### src/sv/tcc_pkg.sv
`timescale 1ns / 1ps
// ----------------------------------------------------------------------------
// tcc_pkg
// Shared types, format codes and channel helpers of the texel color converter.
// ----------------------------------------------------------------------------
package tcc_pkg;

    localparam logic [2:0] FMT_ARGB1555 = 3'd0;
    localparam logic [2:0] FMT_RGB565   = 3'd1;
    localparam logic [2:0] FMT_ARGB4444 = 3'd2;
    localparam logic [2:0] FMT_YUV422   = 3'd3;
    localparam logic [2:0] FMT_BUMP     = 3'd4;
    localparam logic [2:0] FMT_ARGB8888 = 3'd5;

    localparam logic [7:0] CHAN_MAX  = 8'd255;
    localparam logic [7:0] CHAN_MID  = 8'd128;
    localparam logic [7:0] CHAN_ZERO = 8'd0;

    // queued request: format at accept time, texel pair flag, raw word
    typedef struct packed {
        logic [2:0]  fmt;
        logic        pair;
        logic [31:0] word;
    } t_cmd;

    typedef struct packed {
        logic [7:0] red;
        logic [7:0] green;
        logic [7:0] blue;
        logic [7:0] alpha;
        logic       last_texel;
    } t_texel;

    function automatic logic [7:0] widen5(input logic [4:0] c);
        return {c, c[4:2]};
    endfunction

    function automatic logic [7:0] widen6(input logic [5:0] c);
        return {c, c[5:4]};
    endfunction

    // c * 17 for a 4-bit channel
    function automatic logic [7:0] widen4(input logic [3:0] c);
        return {c, c};
    endfunction

    function automatic logic [7:0] clamp255(input logic signed [10:0] x);
        logic [7:0] res;
        if (x < 11'sd0) begin
            res = CHAN_ZERO;
        end else if (x > 11'sd255) begin
            res = CHAN_MAX;
        end else begin
            res = x[7:0];
        end
        return res;
    endfunction

endpackage

### src/sv/tcc_front.sv
`timescale 1ns / 1ps
// ----------------------------------------------------------------------------
// tcc_front
// Accepts raw words, tags them with format and texel count, queues them.
// ----------------------------------------------------------------------------
module tcc_front import tcc_pkg::*; #(
    parameter int DEPTH = 2
) (
    input  logic        i_clk,
    input  logic        i_rst_n,
    input  logic        i_push,
    output logic        o_full,
    input  logic [31:0] i_raw_word,
    input  logic [2:0]  i_fmt,
    output logic        o_q_valid,
    output t_cmd        o_q_cmd,
    input  logic        i_q_pop
);

    localparam int PW = $clog2(DEPTH);
    localparam int CW = $clog2(DEPTH + 1);

    t_cmd            r_mem [DEPTH];
    logic [PW-1:0]   r_wr;
    logic [PW-1:0]   r_rd;
    logic [CW-1:0]   r_cnt;
    logic [PW-1:0]   n_wr;
    logic [PW-1:0]   n_rd;
    logic [CW-1:0]   n_cnt;
    logic            w_acc;
    logic            w_pop;
    t_cmd            w_cmd;

    assign o_full    = (r_cnt == CW'(DEPTH));
    assign o_q_valid = (r_cnt != '0);
    assign o_q_cmd   = r_mem[r_rd];
    assign w_acc     = i_push && !o_full;
    assign w_pop     = i_q_pop && o_q_valid;

    // classify: yuv words expand to two texels
    always_comb begin
        w_cmd.fmt  = i_fmt;
        w_cmd.pair = (i_fmt == FMT_YUV422);
        w_cmd.word = i_raw_word;
    end

    always_comb begin
        n_wr = (r_wr == PW'(DEPTH - 1)) ? '0 : r_wr + 1'b1;
        n_rd = (r_rd == PW'(DEPTH - 1)) ? '0 : r_rd + 1'b1;
        unique case ({w_acc, w_pop})
            2'b10:   n_cnt = r_cnt + 1'b1;
            2'b01:   n_cnt = r_cnt - 1'b1;
            default: n_cnt = r_cnt;
        endcase
    end

    always_ff @(posedge i_clk) begin
        if (w_acc) begin
            r_mem[r_wr] <= w_cmd;
        end
    end

    always_ff @(posedge i_clk) begin
        if (!i_rst_n) begin
            r_wr  <= '0;
            r_rd  <= '0;
            r_cnt <= '0;
        end else begin
            if (w_acc) begin
                r_wr <= n_wr;
            end
            if (w_pop) begin
                r_rd <= n_rd;
            end
            r_cnt <= n_cnt;
        end
    end

endmodule

### src/sv/tcc_yuv.sv
`timescale 1ns / 1ps
// ----------------------------------------------------------------------------
// tcc_yuv
// YUV to RGB for one texel: constant products, truncating divides, clamp.
// ----------------------------------------------------------------------------
module tcc_yuv import tcc_pkg::*; (
    input  logic [7:0] i_y,
    input  logic [7:0] i_u,
    input  logic [7:0] i_v,
    output logic [7:0] o_red,
    output logic [7:0] o_green,
    output logic [7:0] o_blue
);

    logic signed [8:0]  s_u;
    logic signed [8:0]  s_v;
    logic signed [10:0] s_y;
    logic signed [12:0] s_rprod;
    logic signed [12:0] s_radj;
    logic signed [12:0] s_rq;
    logic signed [14:0] s_gsum;
    logic signed [14:0] s_gadj;
    logic signed [14:0] s_gq;
    logic signed [15:0] s_bprod;
    logic signed [15:0] s_badj;
    logic signed [15:0] s_bq;
    logic signed [10:0] s_rs;
    logic signed [10:0] s_gs;
    logic signed [10:0] s_bs;

    always_comb begin
        s_u = $signed({1'b0, i_u}) - 9'sd128;
        s_v = $signed({1'b0, i_v}) - 9'sd128;
        s_y = $signed({3'b000, i_y});

        s_rprod = 13'(s_v) * 13'sd11;
        s_gsum  = 15'(s_u) * 15'sd11 + 15'(s_v) * 15'sd22;
        s_bprod = 16'(s_u) * 16'sd110;

        // bias negatives so the arithmetic shift rounds toward zero
        s_radj = s_rprod[12] ? s_rprod + 13'sd7  : s_rprod;
        s_gadj = s_gsum[14]  ? s_gsum  + 15'sd31 : s_gsum;
        s_badj = s_bprod[15] ? s_bprod + 16'sd63 : s_bprod;
        s_rq   = s_radj >>> 3;
        s_gq   = s_gadj >>> 5;
        s_bq   = s_badj >>> 6;

        s_rs = s_y + $signed(s_rq[10:0]);
        s_gs = s_y - $signed(s_gq[10:0]);
        s_bs = s_y + $signed(s_bq[10:0]);

        o_red   = clamp255(s_rs);
        o_green = clamp255(s_gs);
        o_blue  = clamp255(s_bs);
    end

endmodule

### src/sv/tcc_back.sv
`timescale 1ns / 1ps
// ----------------------------------------------------------------------------
// tcc_back
// Converts queued requests to texels into a two-entry result queue, one per cycle while it has room.
// ----------------------------------------------------------------------------
module tcc_back import tcc_pkg::*; (
    input  logic   i_clk,
    input  logic   i_rst_n,
    input  logic   i_q_valid,
    input  t_cmd   i_q_cmd,
    output logic   o_q_pop,
    input  logic   i_pop,
    output logic   o_empty,
    output t_texel o_texel
);

    t_texel      r_out_mem [2];
    logic        r_out_wr;
    logic        r_out_rd;
    logic [1:0]  r_out_cnt;
    logic [1:0]  n_out_cnt;
    logic        r_half;
    logic        w_space;
    logic        w_produce;
    logic        w_last;
    logic        w_out_pop;
    logic [15:0] w_p;
    logic [7:0]  w_y;
    logic [7:0]  w_yr;
    logic [7:0]  w_yg;
    logic [7:0]  w_yb;
    t_texel      w_texel;

    assign w_space   = (r_out_cnt != 2'd2);
    assign w_produce = i_q_valid && w_space;
    assign w_last    = !i_q_cmd.pair || r_half;
    assign o_q_pop   = w_produce && w_last;
    assign w_out_pop = i_pop && !o_empty;
    assign o_empty   = (r_out_cnt == 2'd0);
    assign o_texel   = r_out_mem[r_out_rd];
    assign w_p       = i_q_cmd.word[15:0];
    // second texel of a yuv pair takes y1
    assign w_y       = r_half ? i_q_cmd.word[31:24] : i_q_cmd.word[15:8];

    tcc_yuv u_yuv (
        .i_y     (w_y),
        .i_u     (i_q_cmd.word[7:0]),
        .i_v     (i_q_cmd.word[23:16]),
        .o_red   (w_yr),
        .o_green (w_yg),
        .o_blue  (w_yb)
    );

    always_comb begin
        w_texel.last_texel = w_last;
        unique case (i_q_cmd.fmt)
            FMT_ARGB1555: begin
                w_texel.red   = widen5(w_p[14:10]);
                w_texel.green = widen5(w_p[9:5]);
                w_texel.blue  = widen5(w_p[4:0]);
                w_texel.alpha = w_p[15] ? CHAN_MAX : CHAN_ZERO;
            end
            FMT_RGB565: begin
                w_texel.red   = widen5(w_p[15:11]);
                w_texel.green = widen6(w_p[10:5]);
                w_texel.blue  = widen5(w_p[4:0]);
                w_texel.alpha = CHAN_MAX;
            end
            FMT_ARGB4444: begin
                w_texel.red   = widen4(w_p[11:8]);
                w_texel.green = widen4(w_p[7:4]);
                w_texel.blue  = widen4(w_p[3:0]);
                w_texel.alpha = widen4(w_p[15:12]);
            end
            FMT_YUV422: begin
                w_texel.red   = w_yr;
                w_texel.green = w_yg;
                w_texel.blue  = w_yb;
                w_texel.alpha = CHAN_MAX;
            end
            FMT_BUMP: begin
                w_texel.red   = CHAN_MID;
                w_texel.green = CHAN_MID;
                w_texel.blue  = CHAN_MAX;
                w_texel.alpha = CHAN_MAX;
            end
            FMT_ARGB8888: begin
                w_texel.red   = i_q_cmd.word[23:16];
                w_texel.green = i_q_cmd.word[15:8];
                w_texel.blue  = i_q_cmd.word[7:0];
                w_texel.alpha = i_q_cmd.word[31:24];
            end
            default: begin
                w_texel.red   = CHAN_ZERO;
                w_texel.green = CHAN_ZERO;
                w_texel.blue  = CHAN_ZERO;
                w_texel.alpha = CHAN_ZERO;
            end
        endcase
    end

    always_comb begin
        unique case ({w_produce, w_out_pop})
            2'b10:   n_out_cnt = r_out_cnt + 2'd1;
            2'b01:   n_out_cnt = r_out_cnt - 2'd1;
            default: n_out_cnt = r_out_cnt;
        endcase
    end

    always_ff @(posedge i_clk) begin
        if (w_produce) begin
            r_out_mem[r_out_wr] <= w_texel;
        end
    end

    always_ff @(posedge i_clk) begin
        if (!i_rst_n) begin
            r_out_wr  <= 1'b0;
            r_out_rd  <= 1'b0;
            r_out_cnt <= 2'd0;
            r_half    <= 1'b0;
        end else begin
            if (w_produce) begin
                r_out_wr <= !r_out_wr;
                r_half   <= i_q_cmd.pair && !r_half;
            end
            if (w_out_pop) begin
                r_out_rd <= !r_out_rd;
            end
            r_out_cnt <= n_out_cnt;
        end
    end

    // pending second texel only while its yuv request heads the queue
    a_half_on_yuv: assert property (@(posedge i_clk) disable iff (!i_rst_n)
        r_half |-> (i_q_valid && i_q_cmd.fmt == FMT_YUV422))
        else $error("second-texel flag without a yuv request");

    a_out_cnt_range: assert property (@(posedge i_clk) disable iff (!i_rst_n)
        r_out_cnt != 2'd3)
        else $error("result queue overflow");

    a_pop_needs_valid: assert property (@(posedge i_clk) disable iff (!i_rst_n)
        o_q_pop |-> i_q_valid)
        else $error("request queue popped while empty");

    a_pair_second_follows: assert property (@(posedge i_clk) disable iff (!i_rst_n)
        (w_produce && i_q_cmd.pair && !r_half) |=> (r_half && !o_q_pop) || w_produce)
        else $error("yuv request left before its second texel");

endmodule

### src/sv/texel_color_converter.sv
`timescale 1ns / 1ps
// ----------------------------------------------------------------------------
// texel_color_converter
// Raw texture or palette words in, RGBA8888 texels out.
// ----------------------------------------------------------------------------
// Each accepted raw word is tagged with the current pixel_format and goes into
// a small request queue (QUEUE_DEPTH entries). The conversion stage takes the
// oldest request and, while the result queue has space, writes one texel per
// cycle into a two-entry result queue: 16-bit formats, bump map, ARGB8888 and
// the unused codes give one texel per word, so one word per cycle is sustained;
// a YUV422 word gives two texels and holds its request until its second texel
// is written, so a stream of YUV words runs slower. The single texel-per-cycle
// conversion stage sets the word rate. A word is registered in the request
// queue and its texel in the result queue before a result shows on the ports.
// push sees full only when the request queue is full, and the result side may
// stall freely without losing requests. last_texel marks the final texel of
// each word. pixel_format is to be written only while the block is idle.
// ----------------------------------------------------------------------------
module texel_color_converter import tcc_pkg::*; #(
    parameter int QUEUE_DEPTH = 2
) (
    input  logic        i_clk,
    input  logic        i_rst_n,
    // apb configuration
    input  logic        psel,
    input  logic        penable,
    input  logic        pwrite,
    input  logic [2:0]  paddr,
    input  logic [31:0] pwdata,
    output logic [31:0] prdata,
    output logic        pready,
    // request side
    input  logic        push,
    output logic        full,
    input  logic [31:0] i_raw_word,
    // result side
    output logic        empty,
    input  logic        pop,
    output logic [7:0]  o_red,
    output logic [7:0]  o_green,
    output logic [7:0]  o_blue,
    output logic [7:0]  o_alpha,
    output logic        o_last_texel
);

    localparam logic REG_PIXEL_FORMAT = 1'b0;

    logic [2:0] r_pixel_format;
    logic       w_cfg_wr;
    logic       w_q_valid;
    t_cmd       w_q_cmd;
    logic       w_q_pop;
    t_texel     w_texel;

    // configuration: one register at byte address 0, word aligned decode
    assign pready   = 1'b1;
    assign w_cfg_wr = psel && penable && pwrite && pready;
    assign prdata   = (paddr[2] == REG_PIXEL_FORMAT) ? {29'd0, r_pixel_format} : 32'd0;

    always_ff @(posedge i_clk) begin
        if (!i_rst_n) begin
            r_pixel_format <= FMT_ARGB1555;
        end else if (w_cfg_wr && paddr[2] == REG_PIXEL_FORMAT) begin
            r_pixel_format <= pwdata[2:0];
        end
    end

    // front: accept and classify requests
    tcc_front #(
        .DEPTH (QUEUE_DEPTH)
    ) u_front (
        .i_clk      (i_clk),
        .i_rst_n    (i_rst_n),
        .i_push     (push),
        .o_full     (full),
        .i_raw_word (i_raw_word),
        .i_fmt      (r_pixel_format),
        .o_q_valid  (w_q_valid),
        .o_q_cmd    (w_q_cmd),
        .i_q_pop    (w_q_pop)
    );

    // back: convert to texels and hold results
    tcc_back u_back (
        .i_clk     (i_clk),
        .i_rst_n   (i_rst_n),
        .i_q_valid (w_q_valid),
        .i_q_cmd   (w_q_cmd),
        .o_q_pop   (w_q_pop),
        .i_pop     (pop),
        .o_empty   (empty),
        .o_texel   (w_texel)
    );

    assign o_red        = w_texel.red;
    assign o_green      = w_texel.green;
    assign o_blue       = w_texel.blue;
    assign o_alpha      = w_texel.alpha;
    assign o_last_texel = w_texel.last_texel;

endmodule

### config.mk
export PLATFORM = sky130hd
export DESIGN_NAME = texel_color_converter
export DESIGN_NICKNAME = d
export VERILOG_FILES = /design/src/sv/tcc_pkg.sv /design/src/sv/tcc_front.sv /design/src/sv/tcc_yuv.sv /design/src/sv/tcc_back.sv /design/src/sv/texel_color_converter.sv
export SDC_FILE = /design/constraint.sdc
export NUM_CORES = 1
export LEC_CHECK = 0
export BUFFER_PORTS_ARGS = -buffer_cell sky130_fd_sc_hd__buf_4
export CAP_MARGIN = 20
export CORE_ASPECT_RATIO = 0.75
export CORE_UTILIZATION = 35
export CTS_CLUSTER_DIAMETER = 120
export DETAILED_ROUTE_END_ITERATION = 16
export PLACE_DENSITY_LB_ADDON = 0.05
export SLEW_MARGIN = 15
export SYNTH_ARGS = -nofsm -noshare
export SYNTH_HDL_FRONTEND = slang
export SYNTH_HIERARCHICAL = 1
export SYNTH_SLANG_ARGS = --single-unit
### constraint.sdc
create_clock -name i_clk -period 10.2 [get_ports i_clk]
set_clock_uncertainty 0.1 [all_clocks]
set_input_delay 1.53 -clock i_clk [delete_from_list [all_inputs] [get_ports i_clk]]
set_output_delay 1.53 -clock i_clk [all_outputs]
set_load 0.02 [all_outputs]
### Yosys cells after proc, flatten, opt, wreduce, memory -nomap -nowiden

Memory sizes are Yosys's and may differ from the RTL's. A register that Yosys moved wholly into a read port is not among the register bits.
Cells that the tools add are included.
Widths: inputs -> output; s select.

* add/subtract/negate cells: 15
* multipliers: 4
* order comparisons: 6
* equal/unequal tests: 12
* muxes and demuxes: 25
* bitwise logic cells: 1
* reduce and logical (&&, ||, !) cells: 21

Operators with widths (count)
* $pmux 32 s6: 1
* $mux 8: 8
* $gt 11x9->1 const B: 3
* $lt 11x1->1 const B: 3
* $mul 9x5->14 const B: 2
* $add 9x10->11: 2
* $sub 8x8->9 const B: 2
* $add 16x7->16 const B: 1
* $mux 16: 1
* $add 14x15->15: 1
* $add 15x6->15 const B: 1
* $mul 9x7->15 const B: 1
* $mux 15: 1
* $add 13x4->13 const B: 1
* $mul 9x5->13 const B: 1
* $mux 13: 1
* $sub 9x10->11: 1
* $mux 1: 10
* $eq 3x2->1 const B: 3
* $logic_and 1x1->1: 9
* $pmux 2 s2: 2
* $eq 2x2->1 const B: 3
* $eq 3x3->1 const B: 2
* $logic_not 1->1: 6
* other kinds (12): 18

* register bits after elaboration: 12
* bits in writable memories: 138
* bits of input ports: 74
* output and inout port bits: 68
* logic and storage cells: 94
* memories kept: 2

Memories
* u_front.r_mem: depth 2, bits a word 36, rd ports 1, clocked after memory_dff 1, write ports 1, line tcc_front.sv:23 `t_cmd r_mem [DEPTH];`
* u_back.r_out_mem: depth 2, bits a word 33, rd ports 1, clocked after memory_dff 1, write ports 1, line tcc_back.sv:17 `t_texel r_out_mem [2];`

### Longest topological paths before layout

Gate-level depths: netlist of run 1.

* word-level depth: 10
* gate-level depth with buffers: 42
* gate-level depth less buffers: 40

### Modules after synthesis

The synthesis of run 1 kept the hierarchy.

Modules (own cells, without submodules)
* tcc_yuv: instances 1, cells each 644, area an instance 5226.3 um^2, sequential area each 0.0 um^2
* tcc_back: instances 1, cells each 324, area an instance 3832.4 um^2, sequential area each 2102.0 um^2
* tcc_front: instances 1, cells each 140, area an instance 2834.0 um^2, sequential area each 2262.2 um^2
* texel_color_converter: instances 1, cells each 49, area an instance 386.6 um^2, sequential area each 60.1 um^2

### Worst setup path before layout of run 1

OpenSTA, ideal clock, no wires.

* kind: register -> register
* start: register with a tool-made name
* end: memory u_back/r_out_mem[0][17] (netlist name) (data pin)
* arrival: 9019 ps
* required time: 9829 ps
* setup slack: 809 ps
* stages on the path, launching flop included: 43
* clock period less this slack: 9391 ps
* path through: dfxtp_1 > buf_2 > buf_2 > mux2_2 > ha_1 > inv_1 > fa_1 > inv_1 > ha_1 > a211oi_1 > nor2_1 > a21oi_1 > inv_1 > fa_1 > inv_1 > ha_1 > inv_1 > fa_1 > [... 7 more ...] > xnor2_1 > xor2_2 > o41ai_1 > xnor2_1 > ha_1 > inv_1 > fa_1 > a21o_1 > a21oi_1 > o21bai_1 > a21oi_1 > o21ai_1 > a21o_1 > o21ai_1 > a221oi_1 > mux2_2 > a22oi_1 > o21ai_0

RTL lines (line)
* to (decl): tcc_back.sv:17

==> results of run 1 <==
==> kinds of logic (layout without fill, tap and decap cells) <==
kind of cell | after synthesis | after routing | share of synthesized area (%)
adder cells (fa/ha/maj) | 143 | 143 | 17.1
AND/OR/NAND/NOR | 238 | 238 | 9.84
flip-flops | 152 | 152 | 36.0
multiplexers | 101 | 101 | 9.17
other | 2 | 30 | 0.0612
buffers and inverters | 166 | 233 | 6.53
XOR/XNOR | 92 | 92 | 6.62
AO/OA/AOI/OAI | 263 | 263 | 14.7
==> worst min path at each step <==
stage / from / to / slack (ns) / cells after the start
after CTS: u_front/r_wr / u_front/r_wr / 0.39 / 2
after floorplan: u_front/r_wr / u_front/r_wr / 0.36 / 2
after global routing: u_front/r_wr / u_front/r_wr / 0.42 / 2
after global placement: u_back/r_out_wr / u_back/r_out_wr / 0.38 / 2
after detailed placement: u_front/r_wr / u_front/r_wr / 0.38 / 2
final: u_back/r_out_wr / u_back/r_out_wr / 0.39 / 2
==> routing by layer <==
layer,part of all wire [%],vias to the layer above,track usage (%),routed length (µm)
li1,-,4284,-,-
met1,57,4031,27.5,17200
met2,39,147,24.0,11900
met3,2.9,19,2.85,869
met4,0.86,0,3.59,261
met5,0,-,0,0
==> cells in the final DEF (no fill, tap or decap), types with 7 or more instances in the layout <==
cell type	n
a221oi_1	12
xnor2_1	64
ha_1	102
o21bai_1	9
o21ai_0	49
a211o_1	11
inv_1	101
mux2_2	88
fa_1	41
or3_1	11
mux2i_1	12
nand2_1	64
a21o_1	26
nand3_1	7
a21oi_1	67
clkbuf_16	17
nor2_1	52
a211oi_1	8
nand2b_1	25
nor2b_1	13
buf_4	97
xor2_1	26
and2_1	12
conb_1	30
edfxtp_1	138
nor3_1	16
dfxtp_1	13
o21a_1	16
or2_2	7
==> worst max-delay path: cells and delay by family (launching register included) <==
kind | cells | cell delay, ns
mux | 2 | 0.73
simple gates | 2 | 0.38
fa+ha+maj | 9 | 3.39
xor+xnor | 3 | 0.54
flops | 1 | 0.45
buf+inv | 9 | 0.70
compound gates | 17 | 2.84
==> what timing repair did <==
| item | in CTS | in global routing |
|---|---|---|
| setup endpoints to repair | 0 | 16 |
| hold buffers | 0 | 0 |
| setup buffers | 0 | 2 |
| gates resized for setup | 0 | 6 |
==> layout make-up <==
class                      count  area [µm²]
sequential                   152        4430
multi-input combinational    867        7180
clock inverter                 9         151
clock buffer                  23         458
timing repair buffer          97         728
inverter                     104         390
tap                          457         572
fill                        3419       20700
==> state kept, by name, indices dropped and copies added (netlist names), named ones only <==
signal and cells:
u_front/r_wr 1, u_back/r_out_wr 1, u_front/r_rd 1, u_front/r_cnt 2, r_pixel_format 3, u_back/r_out_cnt 2
u_back/r_out_mem 66, u_back/r_out_rd 1, u_front/r_mem 72, u_back/r_half 1
==> stage by stage <==
stage | cells | hold WS (ns) | setup WS [ns]
finish | 1709 | 0.392 | 0.778
global route | 1709 | 0.416 | 0.0195
CTS | 1707 | 0.388 | 0.261
detailed placement | 1675 | 0.377 | 0.312
global placement | 1675 | 0.377 | 0.313
floorplan | 1185 | 0.357 | 0.809
==> flow_summary_export.csv, run 1 <==
group,metric,value,unit
floorplanning,start_util,35.5,%
sta,tightest_slew,1.07,ns
route,vias_per_cell,4.96,
hold_path,min_path_type,"reg -> reg",
placed_design,hpwl,23700,µm
yosys,synth_top_cell_area_share,33.7,%
setup_path,slowest_delay,0.53,ns
global_route,grt_use_total,17.3,%
cts,clk_latency,0.43,ns
yosys,synthFlopType,"edfxtp_1",
route,drc,0,
run_status,outcome,"finished, final reports clean",
global_route,antenna_found_initial,0,
setup_path,cpMostUsedCell,"inv_1",
final_layout,nNetsFinal,1456,
setup_path,crit_required,10.25,ns
sta,maxSlewHeadroom,27.4,%
yosys,synthTopCellsByCount,"edfxtp_1, ha_1, inv_1",
floorplanning,dieArea,0.0358,mm²
sta,rsz0062_at_grt,"no",
floorplanning,chipHeight,164,µm
yosys,synth_area,0.0123,mm²
sta,drv_slew,0,
yosys,synth_seq_area_share,36.0,%
sta,setup-tns-final,0,ns
cts,ctsHtreeMaxLevel,4,
yosys,synth_cell_types,80,
global_route,grt_max_degree,63,
setup_path,r2r_end,"u_back/r_out_mem[1][17]",
setup_path,cp-endpoint,"u_back/r_out_mem[1][17]",
cts,clkSinkCount,152,
route,routed_wl,30200,µm
yosys,synth_edf_count,138,
setup_path,cp.arrival,9.48,ns
run,maxCapViolations,0,
sta,period_needed,9.42,ns
route,num_vias,8481,
floorplanning,core_area,0.0346,mm²
floorplanning,pin_count,142,
route,drt-initial-drc-count,484,
final_layout,syn_to_final_growth,13.3,%
cts,clockBufferDepth,2,
setup_path,r2r_slack,0.78,ns
cts,cts_buffers,17,
final_layout,diodes,0,
yosys,async_flop_share,0,%
setup_path,cp_slowest_cell,"fa_1",
setup_path,cp-end-kind,"register",
setup_path,path_class,"reg -> reg",
cts,root_buffer,"clkbuf_16",
cts,clk_pin_slew,0.06,ns
global_route,grt_pass1_vias,8020,
yosys,ys_ff_latch,152,
yosys,ys_top_cells_by_area,"edfxtp_1, ha_1, mux2_2",
sta,finalHoldViolCount,0,
setup_path,worstSetupStartpointType,"register",
cts,cts_tree,"yes",
floorplanning,row_count,59,
placed_design,gp_congestion,0.789,
sta,fin_crit_sh,92.4,%
setup_path,crit_fanout,9,
global_route,grt_pass1_wl,46800,µm
yosys,synth_cells,1157,
route,wl_per_cell,17.7,µm
final_layout,final_area,0.0139,mm²
final_layout,final_core_util,40.2,%
sta,clock.fmax,0.106,GHz
route,ant_nets,0,
yosys,synth_top_cell_by_area,"edfxtp_1",
yosys,yosysWarningCount,6,
sta,finalSetupViolCount,0,
placed_design,io_buffers,80,
floorplanning,die_w,218,µm
final_layout,drive_above_1_share,19.4,%
yosys,avgSynthCellArea,10.6,µm²
route,firstDrtPassIters,4,
setup_path,rr_worst_depth,42,
global_route,grt_overflow,0,
placed_design,place_area,0.0133,mm²
yosys,synth_most_common_cell,"edfxtp_1",
Power of run 1 is left out: the tool's default activity adds up to more than one toggle a clock period on the data nets, which glitch-free logic cannot reach.
==> inputs of run 2 (changes only) <==
- SYNTH_HIERARCHICAL: 1 -> not set
==> flow_summary_export.csv, run 2 <==
group,metric,value,unit
final_layout,nNetsFinal,1473,
cts,clk_latency,0.43,ns
route,firstDrtPassIters,5,
cts,root_buffer,"clkbuf_16",
final_layout,diodes,0,
setup_path,cp-end-kind,"register",
sta,clock.fmax,0.104,GHz
sta,tightest_slew,1.02,ns
cts,ctsHtreeMaxLevel,4,
floorplanning,pin_count,142,
cts,cts_tree,"yes",
placed_design,gp_congestion,0.834,
setup_path,cp_slowest_cell,"fa_1",
sta,setup-tns-final,0,ns
sta,maxSlewHeadroom,30.1,%
cts,cts_buffers,17,
setup_path,path_class,"reg -> reg",
yosys,async_flop_share,0,%
global_route,grt_use_total,17.8,%
yosys,ys_ff_latch,152,
floorplanning,core_area,0.0339,mm²
yosys,synth_area,0.0122,mm²
route,drc,0,
setup_path,r2r_slack,0.58,ns
global_route,grt_max_degree,37,
yosys,yosysWarningCount,0,
setup_path,worstSetupStartpointType,"register",
cts,clkSinkCount,152,
final_layout,largest_reg_flops,72,
floorplanning,die_w,217,µm
route,wl_per_cell,17.8,µm
setup_path,crit_fanout,15,
sta,finalSetupViolCount,0,
sta,finalHoldViolCount,0,
final_layout,mostFrequentLayoutCells,"edfxtp_1, inv_1, buf_4",
final_layout,reg.largest.list,"u_front.r_mem (72), u_back.r_out_mem (66), r_pixel_format (3)",
floorplanning,start_util,35.9,%
global_route,grt_pass1_vias,8042,
route,drt-initial-drc-count,617,
yosys,synth_most_common_cell,"edfxtp_1",
global_route,antenna_found_initial,0,
placed_design,io_buffers,80,
setup_path,slowest_delay,0.53,ns
cts,ctsHoldBuffers,0,
yosys,synth_top_cell_area_share,34.1,%
yosys,synth_cell_types,90,
yosys,avgSynthCellArea,10.4,µm²
final_layout,final_area,0.0139,mm²
hold_path,min_path_type,"reg -> reg",
global_route,grt_overflow,0,
yosys,synth_edf_count,138,
yosys,ys_top_cells_by_area,"edfxtp_1, ha_1, fa_1",
setup_path,cp.arrival,9.66,ns
yosys,synthFlopType,"edfxtp_1",
final_layout,syn_to_final_growth,14.4,%
sta,drv_slew,0,
yosys,synth_top_cell_by_area,"edfxtp_1",
route,num_vias,8661,
yosys,synth_seq_area_share,36.4,%
final_layout,drive_above_1_share,17.8,%
floorplanning,row_count,58,
final_layout,max_flop_register,"u_front.r_mem",
run,maxCapViolations,0,
run_status,outcome,"finished, final reports clean",
sta,period_needed,9.62,ns
placed_design,hpwl,24300,µm
route,ant_nets,0,
sta,fin_crit_sh,94.3,%
route,routed_wl,30600,µm
placed_design,place_area,0.0133,mm²
global_route,grt_pass1_wl,47500,µm
cts,clockBufferDepth,2,
final_layout,layout_commonest_cell,"edfxtp_1",
yosys,synthTopCellsByCount,"edfxtp_1, inv_1, ha_1",
floorplanning,chipHeight,163,µm
floorplanning,dieArea,0.0355,mm²
cts,clk_pin_slew,0.06,ns
setup_path,crit_required,10.24,ns
yosys,synth_cells,1165,
route,vias_per_cell,5.04,
sta,whs,0.410,ns
-- run 2: cell types whose count changed after synthesis, moves of 9 or more --
cell	change
a21o_1	-9
o22ai_1	+18
nand2_1	-10
o211ai_1	+9
clkbuf_1	+22
o21a_1	-10
inv_1	+11
nor2_1	+26
o21ai_0	-10
a221oi_1	-11
buf_2	-18
mux2_2	-41
mux2i_1	+29
-- run 2: routing by layer --
layer | up-vias | track usage (%) | share of wire, %
li1 | 4360 | - | -
met1 | 4135 | 27.8 | 55
met2 | 143 | 25.0 | 41
met3 | 23 | 2.87 | 3.1
met4 | 0 | 4.48 | 1.4
met5 | - | 0 | 0
-- run 2: path summary, 6_finish.rpt --
kind / startpoint / endpoint / cells after the start
worst max-delay path: register / u_back.r_out_mem[1][20] / 36
worst min-delay path: u_back.r_out_cnt[1] / u_back.r_out_cnt[1] / 2
worst max register to register: register / u_back.r_out_mem[1][20] / 36
worst min register to register: u_back.r_out_cnt[1] / u_back.r_out_cnt[1] / 2
-- run 2: kinds of logic after synthesis --
logic type	Yosys count	share of synthesized area, %
buffers and inverters	176	6.41
DFF	152	36.4
other	2	0.0618
adders and majority gates	142	17.0
xor gates and xnor gates	84	6.22
muxes	89	7.84
AOI/OAI and AO/OA	264	15.5
and+or+nand+nor	256	10.5
-- run 2: per-stage QoR --
stage | utilization (%) | instances | setup WS, ns
2_1_floorplan | - | 1193 | 0.228
3_3_place_gp | 39.2 | 1687 | 0.471
3_5_place_dp | 39.2 | 1687 | 0.395
4_1_cts | 41.0 | 1719 | 0.376
5_1_grt | 41.1 | 1720 | -0.00567
6_report | 41.1 | 1720 | 0.579
-- run 2: worst max-delay path: cells and delay by family, from the launching register on --
family	cells	cell delay [ns]
xor gates and xnor gates	3	0.91
DFF	1	0.51
AOI/OAI and AO/OA	12	2.44
adders and majority gates	9	3.37
muxes	1	0.45
and+or+nand+nor	6	1.28
buffers and inverters	5	0.27
-- run 2: final cells by class --
class                   count  area [µm²]
flip-flops and latches    152        4430
well taps                 450         563
inverters                 114         428
repair buffers            107         803
clock buffers              17         425
multi-input cells         865        7100
fillers                  3322       20000
clock inverters            15         166
-- run 2: what timing repair did --
item                                    in CTS  in global routing
gates resized for setup                      0                  4
endpoints found under the setup margin       0                 16
buffers inserted                             0                  1
Power of run 2 is left out for the same reason.
